### src/rtl/spsg_pkg.sv
// Package for the strided pattern splitter: widths, register indexes,
// queue word and state types. No dependencies.
`default_nettype none
package spsg_pkg;
   localparam int AddrW = 32;
   localparam int SizeW = 25;
   localparam int BytesW = 24;
   localparam int RowsW = 16;
   localparam int QDepth = 2;

   typedef enum logic [1:0] {
      CSR_START_OFFSET = 2'd0,
      CSR_ROW_BYTES    = 2'd1,
      CSR_ROW_STRIDE   = 2'd2,
      CSR_ROW_TOTAL    = 2'd3
   } csr_index_type;

   typedef struct packed {
      logic [AddrW-1:0] seg_addr;
      logic [SizeW-1:0] seg_size;
      logic             first_segment;
      logic             last_segment;
   } seg_word_type;

   typedef enum logic [2:0] {
      ST_IDLE, ST_DIV, ST_PLAN, ST_EMIT
   } back_state_type;

   typedef struct packed {
      logic             result_kind;
      logic [AddrW-1:0] desc_addr;
      logic [BytesW-1:0] desc_row_bytes;
      logic [RowsW-1:0] desc_rows;
      logic [RowsW-1:0] desc_index;
      logic             run_last;
      logic             pattern_done;
   } rsp_word_type;
endpackage
`default_nettype wire

### src/rtl/spsg_front.sv
// Front end: accepts segment words into a short queue for the back end.
// Depends on spsg_pkg.
`default_nettype none
module spsg_front import spsg_pkg::*; (
   input  wire logic         clock,
   input  wire logic         reset,
   input  wire logic         req_valid,
   output logic              req_stall,
   input  wire seg_word_type req_word,
   output logic              q_valid,
   output seg_word_type      q_word,
   input  wire logic         q_pop
);
   seg_word_type mem_ff [QDepth];
   logic wr_ff, wr_in, rd_ff, rd_in;
   logic [1:0] cnt_ff, cnt_in;
   logic push;

   assign req_stall = (cnt_ff == 2'(QDepth));
   assign push = req_valid && !req_stall;
   assign q_valid = (cnt_ff != 2'd0);
   assign q_word = mem_ff[rd_ff];

   always_comb begin
      wr_in = push ? ~wr_ff : wr_ff;
      rd_in = q_pop ? ~rd_ff : rd_ff;
      cnt_in = cnt_ff + 2'(push) - 2'(q_pop);
   end

   always_ff @(posedge clock) begin
      if (push) mem_ff[wr_ff] <= req_word;
      if (reset) begin
         wr_ff <= 1'b0; rd_ff <= 1'b0; cnt_ff <= 2'd0;
      end else begin
         wr_ff <= wr_in; rd_ff <= rd_in; cnt_ff <= cnt_in;
      end
   end

   a_no_pop_empty: assert property (@(posedge clock) disable iff (reset)
      q_pop |-> q_valid) else $error("pop from empty queue");
   a_cnt_range: assert property (@(posedge clock) disable iff (reset)
      cnt_ff <= 2'(QDepth)) else $error("queue count overflow");
   a_full_stall: assert property (@(posedge clock) disable iff (reset)
      (cnt_ff == 2'(QDepth)) && !q_pop |=> req_stall) else $error("full queue not held");
endmodule
`default_nettype wire

### src/rtl/spsg_divider.sv
// Restoring divider, one quotient bit a cycle, 25-bit dividend by 24-bit divisor.
// Depends on spsg_pkg.
`default_nettype none
module spsg_divider import spsg_pkg::*; (
   input  wire logic              clock,
   input  wire logic              reset,
   input  wire logic              start,
   input  wire logic [SizeW-1:0]  dividend,
   input  wire logic [BytesW-1:0] divisor,
   output logic                   done,
   output logic [SizeW-1:0]       quot,
   output logic [BytesW:0]        rem
);
   logic [SizeW-1:0] q_ff, q_in;
   logic [BytesW:0] r_ff, r_in;
   logic [BytesW-1:0] d_ff;
   logic [4:0] n_ff, n_in;
   logic busy_ff, busy_in;
   logic [BytesW+1:0] trial;

   always_comb begin
      trial = {r_ff, q_ff[SizeW-1]};
      q_in = {q_ff[SizeW-2:0], 1'b0};
      r_in = trial[BytesW:0];
      if (trial >= {2'b00, d_ff}) begin
         r_in = (BytesW+1)'(trial - {2'b00, d_ff});
         q_in[0] = 1'b1;
      end
      n_in = n_ff - 5'd1;
      busy_in = busy_ff && (n_ff != 5'd1);
   end

   assign done = busy_ff && (n_ff == 5'd1);
   assign quot = q_in;
   assign rem = r_in;

   always_ff @(posedge clock) begin
      if (start) begin
         q_ff <= dividend; r_ff <= '0; d_ff <= divisor; n_ff <= 5'(SizeW);
      end else if (busy_ff) begin
         q_ff <= q_in; r_ff <= r_in; n_ff <= n_in;
      end
      if (reset) busy_ff <= 1'b0;
      else if (start) busy_ff <= 1'b1;
      else busy_ff <= busy_in;
   end
endmodule
`default_nettype wire

### src/rtl/spsg_back.sv
// Back end: holds the pattern state, divides the free span by the stride and
// emits up to three result words per segment. Depends on spsg_pkg, spsg_divider.
`default_nettype none
module spsg_back import spsg_pkg::*; (
   input  wire logic              clock,
   input  wire logic              reset,
   input  wire logic [AddrW-1:0]  start_offset,
   input  wire logic [BytesW-1:0] row_bytes,
   input  wire logic [BytesW-1:0] row_stride,
   input  wire logic [RowsW-1:0]  row_total,
   input  wire logic              q_valid,
   input  wire seg_word_type      q_word,
   output logic                   q_pop,
   output logic                   rsp_valid,
   input  wire logic              rsp_stall,
   output rsp_word_type           rsp_word
);
   back_state_type st_ff, st_in;
   seg_word_type seg_ff;
   logic [AddrW-1:0] pos_ff, pos_in;
   logic [RowsW-1:0] left_ff, left_in;
   logic pend_ff, pend_in, fin_ff, fin_in;
   logic [BytesW-1:0] rlen_ff, rlen_in;
   logic [RowsW-1:0] cnt_ff;
   logic [SizeW-1:0] whole_ff;
   logic [BytesW:0] frac_ff;
   logic [BytesW-1:0] st;
   rsp_word_type slot_ff [3], slot_in [3];
   logic [2:0] sv_ff, sv_in;
   logic [1:0] si_ff;
   logic div_start, div_done;
   logic [SizeW-1:0] div_q;
   logic [BytesW:0] div_r;
   logic [AddrW-1:0] s_pos;
   logic [RowsW-1:0] s_left, s_cnt;
   logic s_pend, s_fin, fire, skip, done_c;
   logic [SizeW-1:0] avail;
   logic [AddrW-1:0] base;
   logic [1:0] nres;
   logic wait_div_ff;

   assign st = (row_stride == '0) ? BytesW'(1) : row_stride;
   assign s_pos  = seg_ff.first_segment ? start_offset : pos_ff;
   assign s_left = seg_ff.first_segment ? row_total : left_ff;
   assign s_pend = seg_ff.first_segment ? 1'b0 : pend_ff;
   assign s_fin  = seg_ff.first_segment ? 1'b0 : fin_ff;
   assign s_cnt  = seg_ff.first_segment ? '0 : cnt_ff;
   assign skip = (s_pos >= AddrW'(seg_ff.seg_size));
   assign avail = seg_ff.seg_size - SizeW'(s_pos);
   assign base = seg_ff.seg_addr + s_pos;

   spsg_divider u_div (
      .clock(clock), .reset(reset), .start(div_start), .dividend(avail),
      .divisor(st), .done(div_done), .quot(div_q), .rem(div_r)
   );

   assign q_pop = (st_ff == ST_IDLE) && q_valid;
   assign div_start = (st_ff == ST_DIV) && !wait_div_ff && !s_fin && (s_left != '0) && !skip;
   assign rsp_valid = (st_ff == ST_EMIT) && sv_ff[si_ff];
   assign rsp_word = slot_ff[si_ff];
   assign fire = rsp_valid && !rsp_stall;

   always_comb begin
      st_in = st_ff;
      case (st_ff)
         ST_IDLE: if (q_valid) st_in = ST_DIV;
         ST_DIV:  if (!div_start) st_in = ST_PLAN;
                  else st_in = ST_DIV;
         ST_PLAN: st_in = ST_EMIT;
         ST_EMIT: if (sv_ff == '0 || (fire && si_ff == 2'd2) ||
                      (fire && sv_ff[si_ff+2'd1] == 1'b0 && si_ff != 2'd2))
                     st_in = ST_IDLE;
         default: st_in = ST_IDLE;
      endcase
   end

   always_comb begin
      logic [RowsW-1:0] c;
      logic [SizeW-1:0] w;
      logic [BytesW:0] f;
      c = s_cnt;
      w = whole_ff; f = frac_ff;
      pos_in = s_pos; left_in = s_left; pend_in = s_pend; rlen_in = pend_ff ? rlen_ff : '0;
      if (seg_ff.first_segment) rlen_in = '0;
      fin_in = s_fin;
      for (int i = 0; i < 3; i++) slot_in[i] = '0;
      sv_in = '0;
      nres = 2'd0;
      if (!s_fin) begin
         if (s_pend) begin
            slot_in[0] = '{1'b0, seg_ff.seg_addr, rlen_in, RowsW'(1), c, 1'b0, 1'b0};
            sv_in[0] = 1'b1; c = c + 1'b1; nres = 2'd1; pend_in = 1'b0;
         end
         if (s_left != '0) begin
            if (skip) pos_in = s_pos - AddrW'(seg_ff.seg_size);
            else if (w >= SizeW'(s_left)) begin
               slot_in[nres] = '{1'b0, base, row_bytes, s_left, c, 1'b0, 1'b0};
               sv_in[nres] = 1'b1; c = c + 1'b1; nres = nres + 2'd1; left_in = '0;
            end else if (f == '0) begin
               slot_in[nres] = '{1'b0, base, row_bytes, RowsW'(w), c, 1'b0, 1'b0};
               sv_in[nres] = 1'b1; c = c + 1'b1; nres = nres + 2'd1;
               left_in = s_left - RowsW'(w); pos_in = '0;
            end else if (f < {1'b0, row_bytes}) begin
               if (w != '0) begin
                  slot_in[nres] = '{1'b0, base, row_bytes, RowsW'(w), c, 1'b0, 1'b0};
                  sv_in[nres] = 1'b1; c = c + 1'b1; nres = nres + 2'd1;
                  left_in = s_left - RowsW'(w);
               end
               if (!seg_ff.last_segment) begin
                  slot_in[nres] = '{1'b0,
                                    seg_ff.seg_addr + AddrW'(seg_ff.seg_size) - AddrW'(f),
                                    BytesW'(f), RowsW'(1), c, 1'b0, 1'b0};
                  sv_in[nres] = 1'b1; c = c + 1'b1; nres = nres + 2'd1;
                  pend_in = 1'b1; rlen_in = row_bytes - BytesW'(f);
                  left_in = left_in - 1'b1; pos_in = AddrW'(st) - AddrW'(f);
               end
            end else begin
               slot_in[nres] = '{1'b0, base, row_bytes, RowsW'(w + 1'b1), c, 1'b0, 1'b0};
               sv_in[nres] = 1'b1; c = c + 1'b1; nres = nres + 2'd1;
               left_in = s_left - RowsW'(w + 1'b1); pos_in = AddrW'(st) - AddrW'(f);
            end
         end
         done_c = (left_in == '0) && !pend_in;
         if (done_c) fin_in = 1'b1;
         else if (seg_ff.last_segment) begin
            slot_in[nres] = '{1'b1, '0, '0, left_in, c, 1'b0, 1'b0};
            sv_in[nres] = 1'b1; nres = nres + 2'd1; fin_in = 1'b1;
         end
         for (int i = 0; i < 3; i++) begin
            slot_in[i].pattern_done = done_c;
            slot_in[i].run_last = sv_in[i] && (i == 2 || !sv_in[(i+1)%3] || i == 2);
         end
      end else done_c = 1'b0;
   end

   always_ff @(posedge clock) begin
      if (q_pop) seg_ff <= q_word;
      if (div_done) begin whole_ff <= div_q; frac_ff <= div_r; end
      if (st_ff == ST_PLAN) begin
         for (int i = 0; i < 3; i++) slot_ff[i] <= slot_in[i];
      end
      if (reset) begin
         st_ff <= ST_IDLE; left_ff <= '0; pend_ff <= 1'b0; fin_ff <= 1'b0;
         cnt_ff <= '0; sv_ff <= '0; si_ff <= '0; wait_div_ff <= 1'b0;
         pos_ff <= '0; rlen_ff <= '0;
      end else begin
         st_ff <= (st_ff == ST_DIV && div_start && !div_done) ? ST_DIV :
                  (st_ff == ST_DIV && wait_div_ff && !div_done) ? ST_DIV : st_in;
         wait_div_ff <= (st_ff == ST_DIV) && (div_start || wait_div_ff) && !div_done;
         if (st_ff == ST_PLAN) begin
            left_ff <= left_in; pend_ff <= pend_in; fin_ff <= fin_in;
            pos_ff <= pos_in; rlen_ff <= rlen_in;
            cnt_ff <= s_cnt + RowsW'(sv_in[0] && !slot_in[0].result_kind)
                    + RowsW'(sv_in[1] && !slot_in[1].result_kind)
                    + RowsW'(sv_in[2] && !slot_in[2].result_kind);
            sv_ff <= sv_in; si_ff <= '0;
         end else if (fire) si_ff <= si_ff + 2'd1;
         if (st_ff == ST_IDLE && q_valid) begin
            whole_ff <= '0; frac_ff <= '0;
         end
      end
   end

   a_emit_only: assert property (@(posedge clock) disable iff (reset)
      rsp_valid |-> (st_ff == ST_EMIT)) else $error("result outside emit");
   a_pop_idle: assert property (@(posedge clock) disable iff (reset)
      q_pop |=> (st_ff == ST_DIV)) else $error("pop did not start work");
   a_hold: assert property (@(posedge clock) disable iff (reset)
      rsp_valid && rsp_stall |=> rsp_valid && $stable(si_ff)) else $error("stalled word lost");
endmodule
`default_nettype wire

### src/rtl/strided_pattern_sg_descriptor_split.sv
// Top level: segment queue, pattern back end and configuration registers.
// Depends on spsg_pkg, spsg_front, spsg_back.
//  channel | direction | handshake
//  req_    | in        | req_valid / req_stall, one segment per word
//  rsp_    | out       | rsp_valid / rsp_stall, up to three words per segment
//  csr_    | in        | csr_write, no wait
// Without stalls a segment goes through pop, the serial divider, plan, then the
// emission of each result word; the divider is skipped when no division is needed.
// Reset is synchronous; the run is closed until a first segment arrives.
// Two segments queue while the back end works or rsp_stall is high.
`default_nettype none
module strided_pattern_sg_descriptor_split import spsg_pkg::*; (
   input  wire logic              clock,
   input  wire logic              reset,
   input  wire logic              csr_write,
   input  wire logic [1:0]        csr_index,
   input  wire logic [31:0]       csr_data,
   input  wire logic              req_valid,
   output logic                   req_stall,
   input  wire logic [AddrW-1:0]  req_seg_addr,
   input  wire logic [SizeW-1:0]  req_seg_size,
   input  wire logic              req_first_segment,
   input  wire logic              req_last_segment,
   output logic                   rsp_valid,
   input  wire logic              rsp_stall,
   output logic                   rsp_result_kind,
   output logic [AddrW-1:0]       rsp_desc_addr,
   output logic [BytesW-1:0]      rsp_desc_row_bytes,
   output logic [RowsW-1:0]       rsp_desc_rows,
   output logic [RowsW-1:0]       rsp_desc_index,
   output logic                   rsp_run_last,
   output logic                   rsp_pattern_done
);
   logic [AddrW-1:0] so_ff;
   logic [BytesW-1:0] rb_ff, rs_ff;
   logic [RowsW-1:0] rt_ff;
   logic q_valid, q_pop;
   seg_word_type q_word, req_word;
   rsp_word_type rw;

   always_ff @(posedge clock) begin
      if (reset) begin
         so_ff <= '0; rb_ff <= BytesW'(1); rs_ff <= BytesW'(1); rt_ff <= '0;
      end else if (csr_write) begin
         case (csr_index_type'(csr_index))
            CSR_START_OFFSET: so_ff <= csr_data;
            CSR_ROW_BYTES:    rb_ff <= csr_data[BytesW-1:0];
            CSR_ROW_STRIDE:   rs_ff <= csr_data[BytesW-1:0];
            CSR_ROW_TOTAL:    rt_ff <= csr_data[RowsW-1:0];
            default: ;
         endcase
      end
   end

   assign req_word = '{req_seg_addr, req_seg_size, req_first_segment, req_last_segment};

   spsg_front u_front (
      .clock(clock), .reset(reset), .req_valid(req_valid), .req_stall(req_stall),
      .req_word(req_word), .q_valid(q_valid), .q_word(q_word), .q_pop(q_pop)
   );

   spsg_back u_back (
      .clock(clock), .reset(reset), .start_offset(so_ff), .row_bytes(rb_ff),
      .row_stride(rs_ff), .row_total(rt_ff), .q_valid(q_valid), .q_word(q_word),
      .q_pop(q_pop), .rsp_valid(rsp_valid), .rsp_stall(rsp_stall), .rsp_word(rw)
   );

   assign rsp_result_kind = rw.result_kind;
   assign rsp_desc_addr = rw.desc_addr;
   assign rsp_desc_row_bytes = rw.desc_row_bytes;
   assign rsp_desc_rows = rw.desc_rows;
   assign rsp_desc_index = rw.desc_index;
   assign rsp_run_last = rw.run_last;
   assign rsp_pattern_done = rw.pattern_done;
endmodule
`default_nettype wire

### config.mk
export PLATFORM = sky130hd
export DESIGN_NAME = strided_pattern_sg_descriptor_split
export DESIGN_NICKNAME = d
export VERILOG_FILES = /design/src/rtl/spsg_pkg.sv /design/src/rtl/spsg_front.sv /design/src/rtl/spsg_divider.sv /design/src/rtl/spsg_back.sv /design/src/rtl/strided_pattern_sg_descriptor_split.sv
export SDC_FILE = /design/constraint.sdc
export NUM_CORES = 2
export LEC_CHECK = 0
export BUFFER_PORTS_ARGS = -buffer_cell sky130_fd_sc_hd__buf_2
export CORE_MARGIN = 2
export CORE_UTILIZATION = 30
export CTS_BUF_LIST = sky130_fd_sc_hd__clkbuf_16
export CTS_CLUSTER_SIZE = 20
export DETAILED_ROUTE_END_ITERATION = 8
export SLEW_MARGIN = 20
export SYNTH_ARGS = -nofsm -noshare
export SYNTH_HDL_FRONTEND = slang
export SYNTH_SLANG_ARGS = --single-unit
### constraint.sdc
create_clock -name clock -period 10.2 [get_ports clock]
set_clock_uncertainty 0.05 [all_clocks]
set_input_delay 0.51 -clock clock [delete_from_list [all_inputs] [get_ports clock]]
set_output_delay 0.51 -clock clock [all_outputs]
set_load 0.005 [all_outputs]
* Yosys cells after proc, flatten, opt, wreduce, memory -nomap -nowiden *
Memory sizes are Yosys's and may differ from the RTL's. A register that Yosys moved wholly into a read port is not among the register bits.
Index checks and enable logic that the tools add are counted.

operators by class
  eq/ne operators = 15
  reductions and logical operators = 64
  bitwise logic cells = 9
  magnitude comparators = 18
  multiplexer cells = 163
  $add $sub $neg = 24

operators by type and width
  operator               count
  $mux 273               17
  $bwmux 273             5
  $demux 91 s2           3
  $mux 16                33
  $mux 91                4
  $mux 32                8
  $mux 24                10
  $mux 25                9
  $mux 90                1
  $add 16x1->16 const B  4
  $sub 32x25->32         2
  $mux 3                 20
  $add 16x1->16          3
  $mux 2                 18
  $add 32x25->32         1
  $add 32x32->32         1
  $ge 32x25->1           1
  $sub 16x16->16         2
  $logic_and 1x1->1      31
  $mux 1                 29
  $ge 26x24->1           1
  $sub 24x25->26         1
  $ge 25x16->1           1
  $logic_not 25->1       1
  42 further kinds       87

storage, ports and cells
  memories = 2
  input bits = 98
  logic and storage cells = 320
  bits in writable memories = 391
  bits in registers = 329

memory list
  name            depth  width  rd ports  clocked after memory_dff  wr ports  RTL line          source
  u_back.slot_ff  3      91     1         1                         3         spsg_back.sv:28   rsp_word_type slot_ff [3], slot_in [3];
  u_front.mem_ff  2      59     1         1                         1         spsg_front.sv:14  seg_word_type mem_ff [QDepth];

* Longest topological paths before layout *
  depth in word-level cells = 35
  gate-level depth with buffers = 36
  mapped depth without buffers = 29

* By module *
A second synthesis with hierarchy kept.

unflattened totals
  cell total of the unflattened synthesis = 5764
  area, all modules = 52400.3 sq um

by module, submodules not included
  module                               sequential area each (sq um)  area each (sq um)  times used  cells an instance
  spsg_back                            12912.4                       39033.7            1           4712
  spsg_divider                         2092.0                        4952.2             1           493
  spsg_front                           3643.5                        4528.1             1           209
  strided_pattern_sg_descriptor_split  1921.8                        3886.2             1           350

* Worst setup path before layout *
Ideal clock, no wire load.

  path type = register to register
  from = reg u_back.st_ff[0]
  to = reg u_back.pos_ff[28]
  required time = 10.054 ns
  arrival = 9.311 ns
  slack = 0.744 ns
  path buffers = 4
  cell stages (with the launch flop) = 9
  cells stage by stage = dfxtp_1 clkbuf_1 nand2b_1 clkbuf_1 inv_1 clkbuf_1 buf_1 o211ai_1 a21oi_1

on the way
  cells in the longest elaborated chain, start to end = 1

ends and longest elaborated chain
  item                    RTL line          source
  from (decl)             spsg_back.sv:18   back_state_type st_ff, st_in;
  from (signal assigned)  spsg_back.sv:147  st_ff <= (st_ff == ST_DIV && div_start && !div_done) ? ST_DIV :
  $eq 3x2->1              spsg_back.sv:150  if (st_ff == ST_PLAN) begin
  to (signal assigned)    spsg_back.sv:152  pos_ff <= pos_in; rlen_ff <= rlen_in;
  to (decl)               spsg_back.sv:20   logic [AddrW-1:0] pos_ff, pos_in;

No other way between the ends.
A chain may end at the register's enable or synchronous reset.

* Worst setup path after layout *
  from = reg, netlist name u_back.seg_ff[1]
  to = reg u_back.cnt_ff[13]

on the way
  cells in the longest elaborated chain, start to end = 33
  elaborated cells between the ends (all ways) = 137
  those cells by class = 8 x add/sub; 14 x order compare; 93 x mux; 6 x bitwise; 16 x reduce/logical

ends and longest elaborated chain
  item                                                     RTL line          source
  branches (longest 32 deep; another with $sub 16x16->16)  -
  $add 16x1->16 (*)                                        spsg_back.sv:155  + RowsW'(sv_in[2] && !slot_in[2].result_kind);
  to (signal assigned)                                     spsg_back.sv:153  cnt_ff <= s_cnt + RowsW'(sv_in[0] && !slot_in[0].result_kind)
  to (decl)                                                spsg_back.sv:24   logic [RowsW-1:0] cnt_ff;

Every way passes the cells marked *. The select of a mux whose other input is x is not followed.

==> results_dict.tcl <==
set metrics [dict create \
    outcome "finished clean" \
    placed_cell_area_um2 54300 \
    clk_latency_ns 0.75 \
    required_ns 10.73 \
    yosysWarnings 0 \
    highest_layer "met5" \
    dieArea_um2 173000 \
    r2r-start "u_back.seg_ff[1]" \
    min_from "csr_data[16]" \
    fin_nets 6289 \
    fmax_mhz 112 \
    power_density_nw_per_um2 352 \
    ios 191 \
    placement.io_buffers 190 \
    cp-start-kind "flop" \
    synth-adder-area-share_pct 8.03 \
    setup_ws_ns 1.28 \
    crit_type "reg2reg" \
    post-route-period-util_pct 87.4 \
    via_per_inst 5.61 \
    crit_path_start "u_back.seg_ff[1]" \
    synth-simple-area-share_pct 16.6 \
    routedWlPerCell_um 25.3 \
    num_rows 151 \
    stdcell_area_um2 57900 \
    setup_viol 0 \
    path_clk_slew_ns 0.07 \
    yosysTopAreaCell "edfxtp_1" \
    worst_slew_pin_slew_ns 1.29 \
    grt.total_usage_pct 23.2 \
    ys.flop_type "edfxtp_1" \
    gp_congestion 1.00 \
    fin_setup_tns_ns 0 \
    route.met3.wl_um 16400 \
    drt_iter0_markers 5106 \
    ys_top_cells_by_count "728 x nand2_1, 538 x a21oi_1, 497 x edfxtp_1" \
    min_to "rb_ff[16]" \
    synth_top_cells_by_area "edfxtp_1 29%, dfxtp_1 11%, ha_1 6.7%, nand2_1 5.4%, a21oi_1 5.3%" \
    grt_first_pass_wirelength_um 300000 \
    holdPathStages 3 \
    cts_tree "yes" \
    cts-buffers-inserted 90 \
    worstPathArrival_ns 9.45 \
    ys_types 107 \
    fp.dieW_um 416 \
    maxCapViolCount 0 \
    peakVddDrop_mv 0.373 \
    wl_met1_um 87600 \
    synth_mux_area_share_pct 4.93 \
    ctsHtreeMaxLevel 3 \
    relSlewSlack_pct 14.2 \
    clk_path_buf_depth 3 \
    firstDrtPassIters 5 \
    antenna_found_initial 8 \
    grt_overflow_total 0 \
    synth_most_common_cell "nand2_1" \
    synth_xor_area_share_pct 4.43 \
    drive_above_1_share_pct 10.4 \
    die_h_um 416 \
    vias 45904 \
    synthCells 5795 \
    critPathCaptureType "flop" \
    avgSynthCellArea_um2 8.79 \
    first_global_vias 43526 \
    ant_nets 0 \
    hold_violations 0 \
    core_um2 169000 \
    timing.rr.end "u_back.cnt_ff[13]" \
    synth_top_family_by_area "compound AO/OA/AOI/OAI gates" \
    dr_wl_met2_um 89800 \
    hold_path.class "in2reg" \
    post-cts-setup-buffer-count 0 \
    cts.sinks 778 \
    reg2reg_slack_ns 1.28 \
    syn_area_um2 51000 \
    yosysSeqAreaShare_pct 40.3 \
    synth_seq_cells 778 \
    synth_nets 6199 \
    fin_crit_ns 8.92 \
    r2r_cells 25 \
    synth_top_area_share_pct 29.3 \
    place_ws_ns 1.51 \
    drc 0 \
    floorplan.initialDensity_pct 30.1 \
    slew_viol_final 0 \
    crit_fanout 18 \
    area_growth_pct 13.6 \
    rsz0062_at_grt "false" \
    leakagePower_nw 21.4 \
    wl_um 207000 \
    synth-edff-count 497 \
    synth_compound_area_share_pct 20.4 \
    cts_root_buf "clkbuf_16" \
    fin_util_pct 34.2 \
    dp_hpwl_um 153000 \
    grt_max_degree 181 \
    async_reset_ff_share_pct 0 \
]
-- worst max-delay path, cell delays in order, from the launching register on --
cell      delay [ns]
edfxtp_1        1.20
buf_4           0.32
mux2i_1         0.49
inv_1           0.16
ha_1            0.45
o21ai_0         0.13
a21oi_1         0.46
o21bai_1        0.20
a22oi_1         0.50
nand3_1         0.29
o41ai_1         0.78
nand3b_1        0.18
mux2i_1         0.15
o21ai_0         0.47
and4_1          0.46
nand2_1         0.24
nand2_2         0.13
inv_2           0.10
fa_1            0.43
ha_1            0.31
a21oi_1         0.07
nor4_1          0.50
nand4_1         0.24
nor3_1          0.22
xor2_1          0.17
nor2_1          0.05
-- power breakdown --
group          total, mW  switching, mW  internal (mW)  leakage [nW]
combinational       12.2           8.50           3.73          13.0
clock               3.24           1.44           1.81          1.53
sequential          4.88          0.546           4.34          6.94
total               20.4           10.5           9.87          21.4
-- per-layer routing --
layer | track usage, % | vias up
met5 | 0 | -
met4 | 13.1 | 8
met3 | 3.71 | 483
met2 | 35.7 | 2190
met1 | 30.9 | 22208
li1 | - | 21015
-- kinds of logic (layout without fill, tap and decap cells) --
logic type                 Yosys count  after routing
adders and majority gates          306            306
other                                0              2
AOI/OAI and AO/OA                 1681           1681
muxes                              238            238
xor gates and xnor gates           257            257
and+or+nand+nor                   1848           1848
DFF                                778            778
buffers and inverters              687            854
-- through the flow --
stage	total power, mW	hold slack [ns]	cells
global route	21.4	0.0392	8180
floorplan	12.5	0.371	5795
finish	20.4	0.0591	8182
global placement	16.7	0.394	7942
CTS	20.1	0.0267	8180
detailed placement	16.8	0.400	7944
-- layout make-up --
type | instances | area (µm²)
timing repair buffer | 377 | 2570
antenna | 2 | 5.00
fill | 17319 | 111000
multi-input combinational | 4330 | 27900
inverter | 308 | 1160
clock buffer | 92 | 2300
tap | 2218 | 2780
clock inverter | 77 | 626
sequential | 778 | 20600
-- worst max path at each step --
stage / cells past startpoint / slack, ns / end
after floorplan: 8 / 0.74 / u_back.pos_ff[28]
after global placement: 24 / 1.62 / u_back.cnt_ff[13]
after detailed placement: 25 / 1.51 / u_back.cnt_ff[13]
after CTS: 25 / 1.48 / u_back.cnt_ff[13]
after global routing: 25 / 0.73 / u_back.cnt_ff[11]
final: 25 / 1.28 / u_back.cnt_ff[13]
-- placed cells by master, fill, tap and decap left out, types with 84 or more instances in the layout --
cell type  Yosys  final
a21o_1        91     91
a21oi_1      538    537
a22oi_1       91     91
buf_2         42    189
buf_4          5    116
clkbuf_16      0     92
dfxtp_1      281    278
edfxtp_1     497    497
ha_1         271    271
inv_1        304    330
mux2i_1      152    152
nand2_1      728    724
nand3_1      128    128
nor2_1       492    483
nor3_1       101    100
o21ai_0      424    422
xnor2_1      172    172
xor2_1        84     84
-- registers in the layout, indices dropped and copies added (netlist names), 2 cells and up, named ones only --
signal,count
rb_ff,24
rs_ff,24
rt_ff,16
so_ff,32
u_back.cnt_ff,16
u_back.frac_ff,25
u_back.left_ff,16
u_back.pos_ff,32
u_back.rlen_ff,24
u_back.seg_ff,59
u_back.si_ff,2
u_back.slot_ff,271
u_back.st_ff,2
u_back.sv_ff,3
u_back.u_div.d_ff,24
u_back.u_div.n_ff,5
u_back.u_div.q_ff,25
u_back.u_div.r_ff,25
u_back.whole_ff,25
u_front.cnt_ff,2
u_front.mem_ff,118
-- repair_timing --
item / 4_1_cts / 5_1_grt
gates resized for setup: 0 / 0
hold endpoints to repair: 126 / 0
hold buffers: 67 / 0
Note: power is estimated with default switching activity, not from simulation.
